`src/rtl/core/csfw_pkg.sv`:
```
package csfw_pkg;

  localparam int NUM_SEMAPHORES_DEF = 8;
  localparam int MAX_WAITERS_DEF    = 64;

  localparam int CMD_W   = 2;
  localparam int INDEX_W = 3;
  localparam int PID_W   = 7;
  localparam int CEIL_W  = 7;
  localparam int CNT_W   = 8;

  localparam logic [CMD_W-1:0] CMD_INIT    = 2'd0;
  localparam logic [CMD_W-1:0] CMD_ACQUIRE = 2'd1;
  localparam logic [CMD_W-1:0] CMD_RELEASE = 2'd2;

  localparam logic signed [CNT_W-1:0] CNT_MIN = 8'sh80;

  // controller to datapath commands
  typedef struct packed {
    logic capture;   // latch request fields, read semaphore record
    logic calc;      // update record, access waiter store
    logic load_out;  // move result into output register
  } ctrl_cmd_t;

endpackage

```
`src/rtl/core/csfw_ctrl.sv`:
```
module csfw_ctrl (
  input  logic                clk,
  input  logic                rst,
  input  logic                in_valid,
  output logic                in_ready,
  output logic                out_valid,
  input  logic                out_ready,
  output csfw_pkg::ctrl_cmd_t cmd
);

  localparam logic [1:0] S_IDLE = 2'd0;
  localparam logic [1:0] S_CALC = 2'd1;
  localparam logic [1:0] S_FIN  = 2'd2;

  logic [1:0] state;
  logic [1:0] state_next;

  always_comb begin
    state_next   = state;
    in_ready     = 1'b0;
    cmd.capture  = 1'b0;
    cmd.calc     = 1'b0;
    cmd.load_out = 1'b0;
    unique case (state)
      S_IDLE: begin
        in_ready = 1'b1;
        if (in_valid) begin
          cmd.capture = 1'b1;
          state_next  = S_CALC;
        end
      end
      S_CALC: begin
        cmd.calc   = 1'b1;
        state_next = S_FIN;
      end
      S_FIN: begin
        // wait until the output register is empty or draining
        if (!out_valid || out_ready) begin
          cmd.load_out = 1'b1;
          state_next   = S_IDLE;
        end
      end
      default: begin
        state_next = S_IDLE;
      end
    endcase
  end

  always_ff @(posedge clk) begin
    if (rst) begin
      state     <= S_IDLE;
      out_valid <= 1'b0;
    end else begin
      state <= state_next;
      if (cmd.load_out) begin
        out_valid <= 1'b1;
      end else if (out_ready) begin
        out_valid <= 1'b0;
      end
    end
  end

endmodule

```
`config.mk`:
```
export PLATFORM = sky130hd
export DESIGN_NAME = csfw_ctrl
export DESIGN_NICKNAME = d
export VERILOG_FILES = /design/src/rtl/core/csfw_pkg.sv /design/src/rtl/core/csfw_ctrl.sv
export SDC_FILE = /design/constraint.sdc
export NUM_CORES = 1
export LEC_CHECK = 0
export ABC_AREA = 1
export ABC_CLOCK_PERIOD_IN_PS = 1100
export BUFFER_PORTS_ARGS = -buffer_cell sky130_fd_sc_hd__buf_2
export CORE_AREA = 2 2 39 41
export DETAILED_ROUTE_END_ITERATION = 7
export DIE_AREA = 0 0 41 43
export PLACE_DENSITY_LB_ADDON = 0.15
export SLEW_MARGIN = 20
export SYNTH_ARGS = -nofsm -noshare
export SYNTH_HDL_FRONTEND = slang
export SYNTH_SLANG_ARGS = --single-unit
```
`constraint.sdc`:
```
create_clock -name clk -period 1.1 [get_ports clk]
set_clock_uncertainty 0.1 [all_clocks]
set_input_delay 0.22 -clock clk [delete_from_list [all_inputs] [get_ports clk]]
set_output_delay 0.22 -clock clk [all_outputs]
set_load 0.03 [all_outputs]
```
==> results.md, run 1 <==
* Slew headroom at 0.905
* CP required at 0.78 ns
* Psw at ~120 µW
* Final WS setup at -0.148 ns
* Die Height at between 40 and 50 µm
* Most common cell after layout, fill and taps aside: buf_6
* RSZ-0062 raised after global routing: true
* Max Cap Viol at 0
* Sequential-to-total area share from yosys stat at 0.403
* Startpoint types: flop
* Run status: finished with violations
* Largest net degree at the start of global routing at 5
* Syn Std Cell Area at around 150 µm²
* Comb power frac at 0.240
* Share of the synthesized area in the top cell type at 0.403
* 1st-iter DRT viols at 2
* Core Region at roughly 1400 µm²
* CTS root buffer: clkbuf_4
* CP Max Fanout at 4
* Distinct cells, synth at 11
* Final net count at 38
* CP arrival at 0.93 ns
* Num CTS Buffers at 3
* Worst Hold Class: in -> reg
* GR Util All Layers at 0.0622
* Seq pwr share at 0.293
* Drt via density at between 3 and 4
* Vias in the first global route at 152
* Clk sink count at 3
* Final ANT Viol Nets at 0
* Initial antenna violation count at 0
* Synth top area cells: dfxtp_1 40%, inv_1 13%, nand2_1 7.6%, nor2_4 7.6%, nor3_2 6.7%
* Pwr dens at around 1300 nW/µm²
* Cell Rows at 14
* Most frequent cells in the layout: 4 x buf_6, 3 x inv_2, 3 x clkbuf_4, 3 x buf_2, 3 x buf_4
* Chip width at a little over 40 µm
* # H-tree levels at 1
* Crit share post-route at 1.13
* F_max at between 0.8 and 0.9 GHz
* P_int at a little under 300 µW
* Hold Path End: state[1]
* Syn-to-layout area delta at 109%
* Clock transition at the registers of the reported paths at 0.04 ns
* Share of cells above drive strength 1 at 0.818
* HPWL after detailed placement at 262 µm
* Drc violations at 0
* Via count at about 170
* Synthesized Nets at 23
* Initial Util at 0.108
* WL final at 355 µm
* Grt total ovfl at 0
* Drt wl/cell at about 7.2 µm
* I/O Buffers at 8
* Worst-margin pin slew at about 0.14 ns
* Max VDD drop at roughly 0.00053 V
* # IOs at 9
* Crit path kind: reg -> out
* # setup viols final at 4
* Placed Instances at 44
* CTS Hold Bufs at 0
* Syn Inst Count at 19
* Switching share of power at 0.282
* First-pass DRT Iterations at 2
* Clock latency on the worst-skew pair at about 0.23 ns
* Min Tclk post-route at ~1.2 ns
* Die footprint at 1760 µm²
* CTS tree: yes
* RD Place Congestion at 0.590
* First-pass GRT wire length at slightly above 600 µm
* Hold Path Cell Cnt at 2
* Leakage power at ~0.00014 µW
* Reg2Reg Depth at 4
* Post-Layout Cell Count at between 40 and 50
* Reg-to-Reg End: state[1]
* Failing checks: setup timing
* Synth Area per Inst at 7.84 µm²
* Antenna fix cells at 0
* Worst r2r src: state[1]
* Clk buf depth at 2
* Synth Warn # at 0
* Cell taking the most area after synthesis: dfxtp_1
* Final Slew Violations at 0
* Seq cells post-synth at 3
* FF-to-FF setup slack at around 0.21 ns
* Total Power at roughly 410 µW
* Critical path endpoint category: output pin
* HP Start: rst
* Clock share of power at 0.467
* Worst slack at placement at -0.0359 ns
* Final Hold Viols at 0
[power groups by stage]
stage	Clock, µW	Sequential (µW)	Combinational (µW)
final	191	120	98.5
after floorplan	0	123	45.6
after global routing	216	120	106
after global placement	0	121	71.7
after detailed placement	0	121	71.8
after CTS	204	120	93.5
[critical path, stage by stage (launching register included)]
cell	delay [ns]
dfxtp_2	0.33
inv_4	0.05
nor3_4	0.16
buf_6	0.15
[final cells by class]
class                   count  area (µm²)
fillers                   161        1070
flip-flops and latches      3        65.1
inverters                   6        25.0
repair buffers             10        82.6
clock buffers               4        26.3
multi-input cells          10        92.6
well taps                  16        20.0
[cell usage after synthesis]
library cell and number:
nand2_1 3, nor2_2 1, nor2_4 1, nor3_1 1, nor3_2 1, nor2_1 1
a21oi_2 1, inv_2 1, inv_1 5, dfxtp_1 3, o21ba_2 1
[layer usage]
| metal | up-vias | global-route usage | wire, µm |
|---|---|---|---|
| met2 | 8 | 0.0594 | 156 |
| met3 | 2 | 0.0838 | 49 |
| met4 | 0 | 0.0600 | 8 |
| met5 | - | 0 | 0 |
| li1 | 83 | - | - |
| met1 | 78 | 0.0577 | 140 |
[logic make-up (layout without fill, tap and decap cells)]
logic type / count (synthesis) / count (layout) / synth area share
compound gates: 2 / 2 / 0.126
buf+inv: 6 / 20 / 0.151
simple gates: 8 / 8 / 0.319
flops: 3 / 3 / 0.403
[registers in the layout, indices dropped and copies added, names as in the netlist]
signal / count
state: 2
out_valid: 1
[worst max path at each step]
stage,cells after the start,endpoint,from
after floorplan,3,cmd[0],out_valid
after global placement,4,in_ready,state[0]
after detailed placement,4,in_ready,state[0]
after CTS,4,cmd[2],state[1]
after global routing,3,cmd[0],state[1]
final,3,cmd[0],state[1]
[timing repair]
action                                  CTS  global route
buffers inserted                          0             1
gates cloned                              0             0
endpoints found under the setup margin    4             5
resized for setup                        17             3
pin swaps                                 3             1
[stage by stage]
step	hold slack, ns	util	cell area (µm²)	setup TNS (ns)
after floorplan	0.182	-	163	-0.0575
after CTS	0.0653	0.218	302	-0.607
after global placement	0.327	0.166	230	-0.0382
after detailed placement	0.323	0.166	230	-0.0612
after global routing	0.0670	0.225	312	-0.707
final	0.0737	0.225	312	-0.502
Note: power is estimated with default switching activity, not from simulation.
==> inputs of run 2 (changes only) <==
ABC_CLOCK_PERIOD_IN_PS = 1600   (was 1100)
clock period = 1.6 ns   (was 1.1 ns; I/O delays follow)
==> results.md, run 2 (synthesis results as in run 1) <==
* Run status: finished, final reports clean
* Num CTS Buffers at 3
* Drc violations at 0
* RSZ-0062 raised after global routing: false
* WL final at between 200 and 300 µm
* Max VDD drop at ~0.00034 V
* Top reg by flops: state
* Largest net degree at the start of global routing at 5
* # H-tree levels at 1
* Worst r2r src: state[0]
* GR Util All Layers at 0.0592
* Critical path endpoint category: output pin
* Initial Util at 0.108
* CTS tree: yes
* CTS resizes at 0
* Max Cap Viol at 0
* Hold Path Cell Cnt at 2
* Max reg flops at 2
* HPWL after detailed placement at 244 µm
* Final net count at 36
* Die Height at around 43 µm
* Crit share post-route at 0.894
* Worst Hold Class: in -> reg
* Die footprint at around 1800 µm²
* Share of cells above drive strength 1 at 0.581
* CP arrival at 1.01 ns
* Antenna fix cells at 0
* Hold Path End: state[1]
* Via count at 148
* Syn-to-layout area delta at 61.3%
* Total negative setup slack at 0 ns
* Post-Layout Cell Count at 47
* Placed Instances at 43
* First-pass GRT wire length at 531 µm
* Worst-margin pin slew at about 0.16 ns
* Post-CTS setup buffers at 0
* First-pass DRT Iterations at 2
* CTS Hold Bufs at 0
* CP Max Fanout at 4
* CP required at about 1.2 ns
* # setup viols final at 0
* Worst slack at placement at between 0.4 and 0.5 ns
* Clock latency on the worst-skew pair at 0.23 ns
* Slew headroom at 0.895
* Most frequent cells in the layout: 8 x buf_2, 5 x inv_1, 3 x nand2_1, 3 x clkbuf_4, 3 x dfxtp_1
* HP Start: rst
* Startpoint types: flop
* Cell Rows at 14
* # IOs at 9
* Chip width at 41 µm
* Grt total ovfl at 0
* Final ANT Viol Nets at 0
* Final Slew Violations at 0
* Pwr dens at about 1100 nW/µm²
* F_max at 0.699 GHz
* RD Place Congestion at just under 0.6
* Drt wl/cell at around 6.3 µm
* CTS root buffer: clkbuf_4
* Clk sink count at 3
* Total Power at around 260 µW
* Min Tclk post-route at ~1.4 ns
* Final WS setup at about 0.17 ns
* Vias in the first global route at 137
* FF-to-FF setup slack at about 0.76 ns
* Crit path kind: reg -> out
* I/O Buffers at 8
* Drt via density at between 3 and 4
* 1st-iter DRT viols at 3
* Final Hold Viols at 0
* Most common cell after layout, fill and taps aside: buf_2
* Core Region at between 1000 and 1500 µm²
* Clock transition at the registers of the reported paths at 0.04 ns
* Reg-to-Reg End: out_valid
* Clk buf depth at 2
* Reg2Reg Depth at 2
* Leakage power at 0.000118 µW
* Initial antenna violation count at 0
* Regs by FF count: state: 2 flops, out_valid: 1 flops
## run 2: cell types whose count changed in the layout (fill, tap and decap cells not counted), moves of 2 or more
cell     before  now
buf_6         4    0
buf_2         3    8
dfxtp_1       1    3
inv_1         2    5
inv_2         3    1
buf_4         3    0
## run 2: final cells by class
type                    instances  area [µm²]
fillers                       163        1140
multi-input cells              10        71.3
inverters                       6        22.5
repair buffers                  8        40.0
well taps                      16        20.0
clock buffers                   4        26.3
flip-flops and latches          3        60.1
## run 2: where the power goes
group	leakage, µW	total, µW	switching [µW]	internal (µW)
registers	0.0000246	81.4	2.65	78.7
logic	0.0000787	44.3	30.0	14.3
clock network	0.0000150	131	37.9	93.4
## run 2: worst max-delay path, stage by stage, from the launching register on
cell	delay (ns)
dfxtp_1	0.38
inv_1	0.05
nand2_1	0.12
inv_1	0.05
buf_2	0.17
## run 2: worst max path at each step
| stage | from | end | slack [ns] |
|---|---|---|---|
| CTS | state[0] | in_ready | 0.15 |
| global route | state[0] | in_ready | 0.06 |
| finish | state[0] | in_ready | 0.17 |
| detailed placement | state[0] | in_ready | 0.40 |
| floorplan | out_valid | cmd[0] | 0.23 |
| global placement | out_ready | cmd[0] | 0.40 |
## run 2: metrics by stage
step	instance area, µm²	hold slack (ns)	util
final	240	0.183	0.174
after global routing	240	0.180	0.174
after CTS	240	0.178	0.174
after detailed placement	214	0.427	0.155
after global placement	214	0.425	0.155
after floorplan	154	0.282	-
## run 2: routing by layer
| layer | up-vias | GRT usage | wire (µm) |
|---|---|---|---|
| met5 | - | 0 | 0 |
| met3 | 0 | 0.0785 | 50 |
| li1 | 79 | - | - |
| met1 | 61 | 0.0481 | 119 |
| met2 | 8 | 0.0531 | 126 |
| met4 | 0 | 0.0800 | 0 |
